File: src/rtl/iurf_pkg.sv
// shared types, constants and helpers for the ipv4/udp receive filter
package iurf_pkg;

  localparam int unsigned MaxFrameBytesDefault = 2048;

  localparam logic [7:0]  VerMin         = 8'h45;
  localparam logic [7:0]  VerMax         = 8'h4f;
  localparam logic [7:0]  ProtoUdp       = 8'd17;
  localparam logic [15:0] DhcpClientPort = 16'd68;
  localparam logic [15:0] TftpPortReset  = 16'hc000;
  localparam logic [15:0] UdpSumSeed     = 16'h0011;
  localparam logic [15:0] SumAllOnes     = 16'hffff;
  localparam int unsigned MinIpHeader    = 20;
  localparam int unsigned UdpHeader      = 8;
  localparam logic [10:0] PayloadMax     = 11'h7ff;

  localparam int unsigned CfgIdxW  = 8;
  localparam int unsigned CfgDataW = 32;

  typedef enum logic [CfgIdxW-1:0] {
    REG_HOST_ADDRESS = 8'd0,
    REG_TFTP_PORT    = 8'd1
  } cfg_reg_t;

  typedef enum logic [2:0] {
    V_TFTP      = 3'd0,
    V_DHCP      = 3'd1,
    V_NO_PORT   = 3'd2,
    V_HDR_REJ   = 3'd3,
    V_BAD_IP_CS = 3'd4,
    V_BAD_UDPCS = 3'd5,
    V_TRUNC     = 3'd6
  } verdict_t;

  // ones-complement 16-bit add with end-around carry
  function automatic logic [15:0] oc_add(input logic [15:0] a, input logic [15:0] b);
    logic [16:0] s;
    logic [16:0] t;
    s = {1'b0, a} + {1'b0, b};
    t = {1'b0, s[15:0]} + {16'd0, s[16]};
    return t[15:0];
  endfunction

  // byte placed as high or low half of a 16-bit word
  function automatic logic [15:0] byte_word(input logic odd, input logic [7:0] b);
    return odd ? {8'd0, b} : {b, 8'd0};
  endfunction

endpackage

File: src/rtl/iurf_in_if.sv
// byte stream channel carrying ip packet bytes
interface iurf_in_if;
  logic        valid;
  logic        ready;
  logic [7:0]  data_byte;
  logic        first_byte;
  logic        last_byte;
  logic [11:0] frame_length;
  modport source (output valid, data_byte, first_byte, last_byte, frame_length, input ready);
  modport sink   (input valid, data_byte, first_byte, last_byte, frame_length, output ready);
endinterface

File: src/rtl/iurf_out_if.sv
// verdict channel, one transfer per finished frame
interface iurf_out_if;
  logic        valid;
  logic        ready;
  logic [2:0]  verdict;
  logic [10:0] payload_length;
  logic [31:0] source_address;
  logic [15:0] source_port;
  modport source (output valid, verdict, payload_length, source_address, source_port,
                  input ready);
  modport sink   (input valid, verdict, payload_length, source_address, source_port,
                  output ready);
endinterface

File: src/rtl/iurf_cfg_if.sv
// register write channel
interface iurf_cfg_if;
  logic                           valid;
  logic                           ready;
  logic [iurf_pkg::CfgIdxW-1:0]   index;
  logic [iurf_pkg::CfgDataW-1:0]  data;
  modport source (output valid, index, data, input ready);
  modport sink   (input valid, index, data, output ready);
endinterface

File: src/rtl/ipv4_udp_receive_filter_top.sv
// ipv4/udp receive filter: header checks, checksums and port dispatch
//
//  channel | dir | transfers
//  --------+-----+-------------------------------------------------
//  in_ch   | in  | one packet byte, with first/last marks and frame length
//  out_ch  | out | one verdict per frame, after the frame's last byte
//  cfg_ch  | in  | register write: 0 host address, 1 tftp port
//
// one byte is taken every cycle while in_ch.ready is high; after the last byte
// a verdict passes the state update stage, then the decision stage into the output register
// reset clears all frame state; host address 0, tftp port 0xc000
// in_ch.ready drops only while the output register holds an untaken verdict
// cfg_ch.ready is always high
module ipv4_udp_receive_filter_top #(
  parameter int unsigned MAX_FRAME_BYTES = iurf_pkg::MaxFrameBytesDefault
) (
  input  logic         clk,
  input  logic         rst_n,
  iurf_in_if.sink      in_ch,
  iurf_out_if.source   out_ch,
  iurf_cfg_if.sink     cfg_ch
);

  localparam logic [16:0] MaxLen = 17'(MAX_FRAME_BYTES);

  // configuration
  logic [31:0] host_addr_r;
  logic [15:0] tftp_port_r;

  assign cfg_ch.ready = 1'b1;

  always_ff @(posedge clk) begin
    if (!rst_n) begin
      host_addr_r <= '0;
      tftp_port_r <= iurf_pkg::TftpPortReset;
    end else if (cfg_ch.valid) begin
      case (cfg_ch.index)
        iurf_pkg::REG_HOST_ADDRESS: host_addr_r <= cfg_ch.data;
        iurf_pkg::REG_TFTP_PORT:    tftp_port_r <= cfg_ch.data[15:0];
        default: ;
      endcase
    end
  end

  // pipeline advance: the decision stage may move when the output is free
  logic adv;
  logic out_v_r;
  assign adv         = !out_v_r || out_ch.ready;
  assign in_ch.ready = adv;

  logic take;
  assign take = in_ch.valid && adv;

  // per-frame parse state
  logic        open_r,  open_nxt;
  logic [11:0] bc_r,    bc_nxt;
  logic [5:0]  hb_r,    hb_nxt;
  logic [15:0] tl_r,    tl_nxt;
  logic [15:0] ipsum_r, ipsum_nxt;
  logic [15:0] usum_r,  usum_nxt;
  logic [15:0] psum_r,  psum_nxt;    // pseudo-header: addresses and udp length
  logic [7:0]  held_r,  held_nxt;
  logic [31:0] saddr_r, saddr_nxt;
  logic [31:0] daddr_r, daddr_nxt;
  logic [15:0] sport_r, sport_nxt;
  logic [15:0] dport_r, dport_nxt;
  logic [15:0] ulen_r,  ulen_nxt;
  logic [15:0] ucsf_r,  ucsf_nxt;
  logic [2:0]  rej_r,   rej_nxt;
  logic [11:0] flen_r,  flen_nxt;
  logic        fin;

  always_comb begin
    logic [11:0] p;
    logic [11:0] u;
    logic [7:0]  b;
    logic [16:0] tl_new;
    logic [31:0] dst_new;
    b = in_ch.data_byte;
    // frame start loads the cleared values
    if (in_ch.first_byte) begin
      open_nxt = 1'b1;  bc_nxt = '0;  hb_nxt = '0;  tl_nxt = '0;
      ipsum_nxt = '0;  usum_nxt = iurf_pkg::UdpSumSeed;  psum_nxt = '0;
      held_nxt = '0;  saddr_nxt = '0;  daddr_nxt = '0;
      sport_nxt = '0;  dport_nxt = '0;  ulen_nxt = '0;  ucsf_nxt = '0;
      rej_nxt = '0;  flen_nxt = in_ch.frame_length;
    end else begin
      open_nxt = open_r;  bc_nxt = bc_r;  hb_nxt = hb_r;  tl_nxt = tl_r;
      ipsum_nxt = ipsum_r;  usum_nxt = usum_r;  psum_nxt = psum_r;
      held_nxt = held_r;  saddr_nxt = saddr_r;  daddr_nxt = daddr_r;
      sport_nxt = sport_r;  dport_nxt = dport_r;  ulen_nxt = ulen_r;
      ucsf_nxt = ucsf_r;  rej_nxt = rej_r;  flen_nxt = flen_r;
    end
    p       = bc_nxt;
    u       = p - 12'(hb_nxt);
    tl_new  = {1'b0, tl_nxt[15:8], b};
    dst_new = {daddr_nxt[23:0], b};
    fin     = open_nxt && in_ch.last_byte;

    if (open_nxt) begin
      if (p != 12'hfff) bc_nxt = p + 12'd1;
      if (rej_nxt == '0) begin
        if (p < 12'(iurf_pkg::MinIpHeader) || p < 12'(hb_nxt)) begin
          case (p)
            12'd0: begin
              hb_nxt = {b[3:0], 2'b00};
              if (b < iurf_pkg::VerMin || b > iurf_pkg::VerMax) rej_nxt = iurf_pkg::V_HDR_REJ;
            end
            12'd2: tl_nxt = {b, 8'd0};
            12'd3: begin
              tl_nxt = tl_new[15:0];
              if (tl_new > {5'd0, flen_nxt} || tl_new > MaxLen) rej_nxt = iurf_pkg::V_HDR_REJ;
            end
            12'd6: held_nxt = b;
            12'd7: if ({held_nxt[4:0], b} != 13'd0) rej_nxt = iurf_pkg::V_HDR_REJ;
            12'd9: if (b != iurf_pkg::ProtoUdp) rej_nxt = iurf_pkg::V_HDR_REJ;
            12'd12, 12'd13, 12'd14, 12'd15: saddr_nxt = {saddr_nxt[23:0], b};
            12'd16, 12'd17, 12'd18: daddr_nxt = dst_new;
            12'd19: begin
              daddr_nxt = dst_new;
              if (host_addr_r != '0 && dst_new != host_addr_r) rej_nxt = iurf_pkg::V_HDR_REJ;
            end
            default: ;
          endcase
          // addresses also feed the pseudo-header sum
          if (p >= 12'd12 && p <= 12'd19)
            psum_nxt = iurf_pkg::oc_add(psum_nxt, iurf_pkg::byte_word(p[0], b));
          ipsum_nxt = iurf_pkg::oc_add(ipsum_nxt, iurf_pkg::byte_word(p[0], b));
          if (rej_nxt == '0 && (p + 12'd1) == 12'(hb_nxt) && ipsum_nxt != iurf_pkg::SumAllOnes)
            rej_nxt = iurf_pkg::V_BAD_IP_CS;
        end else if ({4'd0, p} < tl_nxt) begin
          case (u)
            12'd0, 12'd1: sport_nxt = {sport_nxt[7:0], b};
            12'd2, 12'd3: dport_nxt = {dport_nxt[7:0], b};
            12'd4, 12'd5: begin
              ulen_nxt = {ulen_nxt[7:0], b};
              psum_nxt = iurf_pkg::oc_add(psum_nxt, iurf_pkg::byte_word(u[0], b));
            end
            12'd6, 12'd7: ucsf_nxt = {ucsf_nxt[7:0], b};
            default: ;
          endcase
          if (u < 12'(iurf_pkg::UdpHeader) || {4'd0, u} < ulen_nxt)
            usum_nxt = iurf_pkg::oc_add(usum_nxt, iurf_pkg::byte_word(u[0], b));
        end
      end
      if (in_ch.last_byte) open_nxt = 1'b0;
    end
  end

  always_ff @(posedge clk) begin
    if (!rst_n) begin
      open_r <= 1'b0;  bc_r <= '0;  hb_r <= '0;  tl_r <= '0;
      ipsum_r <= '0;  usum_r <= iurf_pkg::UdpSumSeed;  psum_r <= '0;
      held_r <= '0;  saddr_r <= '0;  daddr_r <= '0;  sport_r <= '0;
      dport_r <= '0;  ulen_r <= '0;  ucsf_r <= '0;  rej_r <= '0;  flen_r <= '0;
    end else if (take) begin
      open_r <= open_nxt;  bc_r <= bc_nxt;  hb_r <= hb_nxt;  tl_r <= tl_nxt;
      ipsum_r <= ipsum_nxt;  usum_r <= usum_nxt;  psum_r <= psum_nxt;
      held_r <= held_nxt;  saddr_r <= saddr_nxt;  daddr_r <= daddr_nxt;
      sport_r <= sport_nxt;  dport_r <= dport_nxt;  ulen_r <= ulen_nxt;
      ucsf_r <= ucsf_nxt;  rej_r <= rej_nxt;  flen_r <= flen_nxt;
    end
  end

  // snapshot of a finished frame, so the next frame can start at once
  logic        d_v_r;
  logic [2:0]  d_rej_r;
  logic [11:0] d_bc_r;
  logic [5:0]  d_hb_r;
  logic [15:0] d_tl_r, d_ulen_r, d_ucsf_r, d_usum_r, d_psum_r, d_dport_r, d_sport_r;
  logic [31:0] d_saddr_r;

  always_ff @(posedge clk) begin
    if (!rst_n) begin
      d_v_r <= 1'b0;
    end else if (adv) begin
      d_v_r <= take && fin;
    end
  end

  always_ff @(posedge clk) begin
    if (take && fin) begin
      d_rej_r <= rej_nxt;  d_bc_r <= bc_nxt;  d_hb_r <= hb_nxt;  d_tl_r <= tl_nxt;
      d_ulen_r <= ulen_nxt;  d_ucsf_r <= ucsf_nxt;  d_usum_r <= usum_nxt;
      d_psum_r <= psum_nxt;  d_dport_r <= dport_nxt;  d_sport_r <= sport_nxt;
      d_saddr_r <= saddr_nxt;
    end
  end

  // decision
  logic [2:0]  verd;
  logic [10:0] plen;

  always_comb begin
    logic [15:0] seg;
    logic [11:0] got;
    logic [15:0] cs;
    logic [15:0] pl;
    seg = d_tl_r - 16'(d_hb_r);
    got = d_bc_r - 12'(d_hb_r);
    cs  = iurf_pkg::oc_add(d_usum_r, d_psum_r);
    if (d_rej_r != '0)
      verd = d_rej_r;
    else if (d_bc_r < 12'(iurf_pkg::MinIpHeader) || d_bc_r < 12'(d_hb_r))
      verd = iurf_pkg::V_TRUNC;
    else if (d_tl_r < 16'(d_hb_r))
      verd = iurf_pkg::V_TRUNC;
    else if (seg < 16'(iurf_pkg::UdpHeader) || seg < d_ulen_r)
      verd = iurf_pkg::V_TRUNC;
    else if ({4'd0, got} < seg)
      verd = iurf_pkg::V_TRUNC;
    else if (d_ucsf_r != '0 && cs != iurf_pkg::SumAllOnes)
      verd = iurf_pkg::V_BAD_UDPCS;
    else if (d_dport_r == tftp_port_r)
      verd = iurf_pkg::V_TFTP;
    else if (d_dport_r == iurf_pkg::DhcpClientPort)
      verd = iurf_pkg::V_DHCP;
    else
      verd = iurf_pkg::V_NO_PORT;
    pl = d_ulen_r - 16'(iurf_pkg::UdpHeader);
    if (verd != iurf_pkg::V_TFTP && verd != iurf_pkg::V_DHCP)
      plen = '0;
    else if (d_ulen_r < 16'(iurf_pkg::UdpHeader))
      plen = '0;
    else if (pl > 16'(iurf_pkg::PayloadMax))
      plen = iurf_pkg::PayloadMax;
    else
      plen = pl[10:0];
  end

  // output register
  logic [2:0]  out_verd_r;
  logic [10:0] out_plen_r;
  logic [31:0] out_saddr_r;
  logic [15:0] out_sport_r;

  always_ff @(posedge clk) begin
    if (!rst_n) begin
      out_v_r <= 1'b0;
    end else if (adv) begin
      out_v_r <= d_v_r;
    end
  end

  always_ff @(posedge clk) begin
    if (adv && d_v_r) begin
      out_verd_r  <= verd;
      out_plen_r  <= plen;
      out_saddr_r <= d_saddr_r;
      out_sport_r <= d_sport_r;
    end
  end

  assign out_ch.valid          = out_v_r;
  assign out_ch.verdict        = out_verd_r;
  assign out_ch.payload_length = out_plen_r;
  assign out_ch.source_address = out_saddr_r;
  assign out_ch.source_port    = out_sport_r;

endmodule

File: src/flat_wrapper.sv
// flat-port wrapper written by rule: the top's interface ports become plain ports
module ipv4_udp_receive_filter_top_flat 
#(
  parameter int unsigned MAX_FRAME_BYTES = iurf_pkg::MaxFrameBytesDefault
)
  (clk, rst_n, in_ch_valid, in_ch_data_byte, in_ch_first_byte, in_ch_last_byte, in_ch_frame_length, in_ch_ready, out_ch_valid, out_ch_verdict, out_ch_payload_length, out_ch_source_address, out_ch_source_port, out_ch_ready, cfg_ch_valid, cfg_ch_index, cfg_ch_data, cfg_ch_ready);
  iurf_in_if in_ch_i ();
  iurf_out_if out_ch_i ();
  iurf_cfg_if cfg_ch_i ();
  input  logic clk;
  input  logic rst_n;
  input wire logic [$bits(in_ch_i.valid)-1:0] in_ch_valid;
  input wire logic [$bits(in_ch_i.data_byte)-1:0] in_ch_data_byte;
  input wire logic [$bits(in_ch_i.first_byte)-1:0] in_ch_first_byte;
  input wire logic [$bits(in_ch_i.last_byte)-1:0] in_ch_last_byte;
  input wire logic [$bits(in_ch_i.frame_length)-1:0] in_ch_frame_length;
  output wire logic [$bits(in_ch_i.ready)-1:0] in_ch_ready;
  output wire logic [$bits(out_ch_i.valid)-1:0] out_ch_valid;
  output wire logic [$bits(out_ch_i.verdict)-1:0] out_ch_verdict;
  output wire logic [$bits(out_ch_i.payload_length)-1:0] out_ch_payload_length;
  output wire logic [$bits(out_ch_i.source_address)-1:0] out_ch_source_address;
  output wire logic [$bits(out_ch_i.source_port)-1:0] out_ch_source_port;
  input wire logic [$bits(out_ch_i.ready)-1:0] out_ch_ready;
  input wire logic [$bits(cfg_ch_i.valid)-1:0] cfg_ch_valid;
  input wire logic [$bits(cfg_ch_i.index)-1:0] cfg_ch_index;
  input wire logic [$bits(cfg_ch_i.data)-1:0] cfg_ch_data;
  output wire logic [$bits(cfg_ch_i.ready)-1:0] cfg_ch_ready;
  assign in_ch_i.valid = in_ch_valid;
  assign in_ch_i.data_byte = in_ch_data_byte;
  assign in_ch_i.first_byte = in_ch_first_byte;
  assign in_ch_i.last_byte = in_ch_last_byte;
  assign in_ch_i.frame_length = in_ch_frame_length;
  assign in_ch_ready = in_ch_i.ready;
  assign out_ch_valid = out_ch_i.valid;
  assign out_ch_verdict = out_ch_i.verdict;
  assign out_ch_payload_length = out_ch_i.payload_length;
  assign out_ch_source_address = out_ch_i.source_address;
  assign out_ch_source_port = out_ch_i.source_port;
  assign out_ch_i.ready = out_ch_ready;
  assign cfg_ch_i.valid = cfg_ch_valid;
  assign cfg_ch_i.index = cfg_ch_index;
  assign cfg_ch_i.data = cfg_ch_data;
  assign cfg_ch_ready = cfg_ch_i.ready;
  ipv4_udp_receive_filter_top #(.MAX_FRAME_BYTES(MAX_FRAME_BYTES)) u_core (.clk(clk), .rst_n(rst_n), .in_ch(in_ch_i), .out_ch(out_ch_i), .cfg_ch(cfg_ch_i));
endmodule
File: config.mk
export PLATFORM = sky130hd
export DESIGN_NAME = ipv4_udp_receive_filter_top_flat
export DESIGN_NICKNAME = d
export VERILOG_FILES = /design/src/rtl/iurf_pkg.sv /design/src/rtl/iurf_in_if.sv /design/src/rtl/iurf_out_if.sv /design/src/rtl/iurf_cfg_if.sv /design/src/rtl/ipv4_udp_receive_filter_top.sv /design/src/flat_wrapper.sv
export SDC_FILE = /design/constraint.sdc
export NUM_CORES = 2
export LEC_CHECK = 0
export ABC_AREA = 1
export BUFFER_PORTS_ARGS = -buffer_cell sky130_fd_sc_hd__buf_2
export CORE_MARGIN = 2
export CORE_UTILIZATION = 60
export CTS_CLUSTER_DIAMETER = 40
export CTS_CLUSTER_SIZE = 10
export DETAILED_ROUTE_END_ITERATION = 8
export GPL_ROUTABILITY_DRIVEN = 0
export PLACE_DENSITY_LB_ADDON = 0.05
export SETUP_SLACK_MARGIN = 0.02
export SYNTH_ARGS = -nofsm -noshare
export SYNTH_HDL_FRONTEND = slang
export SYNTH_SLANG_ARGS = --single-unit
File: constraint.sdc
create_clock -name clk -period 16.92 [get_ports clk]
set_input_delay 0 -clock clk [delete_from_list [all_inputs] [get_ports clk]]
set_output_delay 0 -clock clk [all_outputs]
set_load 0.01 [all_outputs]
==> impl_results.md <==
* Status: finished with violations
* Failing checks: hold timing
* Start point of the critical path: u_core.bc_r[0]$_SDFFE_PN0P_
* Met1 WL at 39.3 mm
* Clk_lat worst skew at 0.63 ns
* R2R Path End: u_core.psum_r[15]$_SDFFE_PN0P_
* Root buffer cell: clkbuf_16
* Area growth from synthesis to layout at 14.0%
* Synth Area in Compound Gates at 19.1%
* Worst slew pin tran at 1.09 ns
* Postcts setup bufs at 0
* Part of the power in the clock network at 46.3%
* Largest family of logic cells by synthesized area: simple AND/OR/NAND/NOR gates
* Yosys warns at 0
* Total GRT Usage at 34.0%
* R2R Setup Slk at 10.30 ns
* Synth Cell Area at 31100 µm²
* CTS tree: done
* Routed Wire Length at 91.8 mm
* ANT nets after route at 0
* CTS-repair resized insts at 0
* R2R depth at 37
* Net Sw Frac at 29.0%
* Top FF cell, synth: dfxtp_1
* Final Cell Area at 35400 µm²
* Clk sinks at 500
* Initial Util at 60.6%
* Critical-path top delay cell: nor2_1
* Hold Crit Depth at 3
* Area leader, netlist: edfxtp_1
* Synth Net Count at 4361
* Share of layout cells above drive strength 1 at 8.55%
* Post-DP HPWL at 61.6 mm
* Die height at 232 µm
* Critical path arrival at 7.19 ns
* Critical Path Fanout Max at 17
* Synth area leaders: edfxtp_1 22%, dfxtp_1 18%, nand2_1 8.0%
* Total number of vias at 28800
* Core area at 51300 µm²
* Met3 wire len at 8.90 mm
* Critical path startpoint category: flop
* Fmax at 151 MHz
* Share of Yosys cell area claimed by the top area cell type at 21.9%
* Vias per std cell at 5.77
* Mux cell area share after synthesis at 0.483%
* Period Utilization, post-route at 39.1%
* Placed Area at 32100 µm²
* Fin nets at 4481
* Deepest clock path buffer count at 3
* XOR/XNOR Fraction of Synth Area at 4.59%
* Fin. Hold Viols at 4
* Clk_skew at 0.0261 ns
* Synth Area in Simple Gates at 19.2%
* Met2 wire length at 40.1 mm
* Max stage delay on crit path at 0.68 ns
* Power Density at 102 nW/µm²
* Adder-cell share of the synthesized area at 7.36%
* Sequential area share after synthesis at 39.5%
* Setup CP Type: flop to flop
* CP required at 17.49 ns
* Hold Slack at -0.00878 ns
* Non-Filler Instances at 4985
* Register bit total from synthesis at 500
* Power share of the sequential group at 37.2%
* CP Capture Type: flop
* Number of port buffers at 130
* CP most frequent cell: nand2_1
* Combinational power share at 16.5%
* Num CTS Buffers at 81
* Net switching power figure at 1050 µW
* RSZ-0062 raised after global routing: false
* Hold Path Class: primary input to flop
* Max_slew headroom at 27.1%
* # DRC at 0
* Total congestion overflow at 0
* Number of enable flip-flop cells after synthesis at 227
* H-tree Lvls at 3
* Vias in the first global route at 26100
* Std cell rows at 83
* Hold buffers post-CTS at 53
* Die X at 232 µm
* Fin. max-slew vios at 0
* Asr flop ratio synth at 0%
* Die area at 53600 µm²
* Tmin final at 6.62 ns
* Reg2reg start: u_core.bc_r[0]$_SDFFE_PN0P_
* End point of the critical path: u_core.psum_r[15]$_SDFFE_PN0P_
* Cell Int Power at 2580 µW
* Drt wl/cell at 18.4 µm
* Setup TNS at 0 ns
* Initial DRC count at 2922
* Initial antenna violation count at 0
* Ports at 132
* Max-cap viol count at 0
* Largest net degree at the start of global routing at 114
* First-pass GRT wire length at 143 mm
* Avg Cell Area, Syn at 7.55 µm²
* 1st-pass router iterations at 7
* Inst Count DP at 4780
* Post-Synthesis Cells at 4116
* Worst vdd ir at 0.0862 mV
* Max layer used: met4
* Setup violations, final at 0
* CTS clk-pin slew, worst paths at 0.06 ns
* LEAKAGE at 0.0156 µW
* Synth unique cells at 68
placed cells by master (no fill, tap or decap), types with 30 or more instances in the layout:
cell / count
o21bai_1: 32
xor2_1: 130
o22ai_1: 30
ha_1: 170
nand4_1: 45
edfxtp_1: 227
o21ai_0: 413
o211ai_1: 49
xnor2_1: 33
a21oi_1: 395
dlygate4sd3_1: 53
inv_1: 580
nand3_1: 141
nand2_1: 663
nor2_1: 411
buf_2: 129
buf_4: 34
dfxtp_1: 273
clkbuf_16: 82
nor3_1: 51
nor4_1: 34
sequential cells by signal, indices dropped and copies added (netlist names), 24 cells and up:
name	count
u_core.daddr_r	24
u_core.saddr_r	32
u_core.out_ch.source_address	32
u_core.host_addr_r	32
u_core.d_saddr_r	32
final cells by class:
type / instances / area (µm²)
diodes: 1 / 2.50
clock buffers: 108 / 2170
clock inverters: 43 / 582
fillers: 4342 / 15900
inverters: 605 / 2290
multi-input cells: 2831 / 15800
flip-flops and latches: 500 / 12300
well taps: 680 / 851
repair buffers: 217 / 1440
cells in the mapped netlist, drive strengths merged (4+ instances only):
| master | n |
|---|---|
| a211oi | 29 |
| a21boi | 11 |
| a21oi | 397 |
| a221oi | 7 |
| a22oi | 5 |
| a31oi | 11 |
| buf | 52 |
| clkbuf | 126 |
| clkinv | 9 |
| dfxtp | 273 |
| edfxtp | 227 |
| fa | 8 |
| ha | 170 |
| inv | 596 |
| mux2i | 15 |
| nand2 | 671 |
| nand3 | 144 |
| nand3b | 4 |
| nand4 | 45 |
| nor2 | 433 |
| nor3 | 53 |
| nor4 | 34 |
| o2111ai | 10 |
| o211ai | 49 |
| o21a | 5 |
| o21ai | 438 |
| o21bai | 32 |
| o221ai | 17 |
| o22ai | 30 |
| o31ai | 5 |
| or2 | 19 |
| xnor2 | 33 |
| xor2 | 130 |
power by group through the flow:
stage / Combinational [µW] / Sequential [µW] / Clock [µW]
after floorplan: 416 / 1370 / 0
after global placement: 563 / 1370 / 0
after detailed placement: 569 / 1370 / 0
after CTS: 584 / 1350 / 1690
after global routing: 664 / 1350 / 1750
final: 597 / 1350 / 1680
metrics by stage:
step                hold WS, ns  setup slack, ns  util [%]  total power (µW)
floorplan                 0.113            11.22         -              1780
global placement          0.239            10.18      62.6              1930
detailed placement        0.243            10.07      62.6              1940
CTS                     0.00732            10.39      69.0              3630
global route             0.0466             9.67      69.0              3770
finish                 -0.00878            10.30      69.0              3630
routing by layer:
metal  vias up  global-route usage (%)
met1     13200                    47.0
met3       232                    6.24
li1      14100                       -
met5         -                       0
met2      1272                    52.5
met4         0                    14.3
kinds of logic (layout without fill, tap and decap cells):
kind of cell	count (synthesis)	count (layout)
AND/OR/NAND/NOR	1411	1411
AO/OA/AOI/OAI	1063	1063
XOR/XNOR	163	163
multiplexers	15	15
other	1	2
adder cells (fa/ha/maj)	178	178
buffers and inverters	785	973
flip-flops	500	500
worst min-delay path by stage:
stage,startpoint,to,slack [ns]
3_5_place_dp,cfg_ch_data[14],u_core.tftp_port_r[14]$_SDFFE_PN1P_,0.24
5_1_grt,in_ch_data_byte[4],u_core.held_r[4]$_SDFFE_PN0P_,0.05
2_1_floorplan,cfg_ch_data[14],u_core.tftp_port_r[14]$_SDFFE_PN1P_,0.11
4_1_cts,in_ch_first_byte,u_core.flen_r[8]$_SDFFE_PN0P_,0.007
6_report,rst_n,u_core.saddr_r[8]$_SDFFE_PN0P_,-0.009
3_3_place_gp,cfg_ch_data[14],u_core.tftp_port_r[14]$_SDFFE_PN1P_,0.24
critical path: cells and delay by family, from the launching register on:
kind	cells	cell delay, ns
compound gates	6	0.87
fa+ha+maj	3	1.13
simple gates	25	3.79
buf+inv	3	0.43
flops	1	0.33
Note: power is estimated with default switching activity, not from simulation.
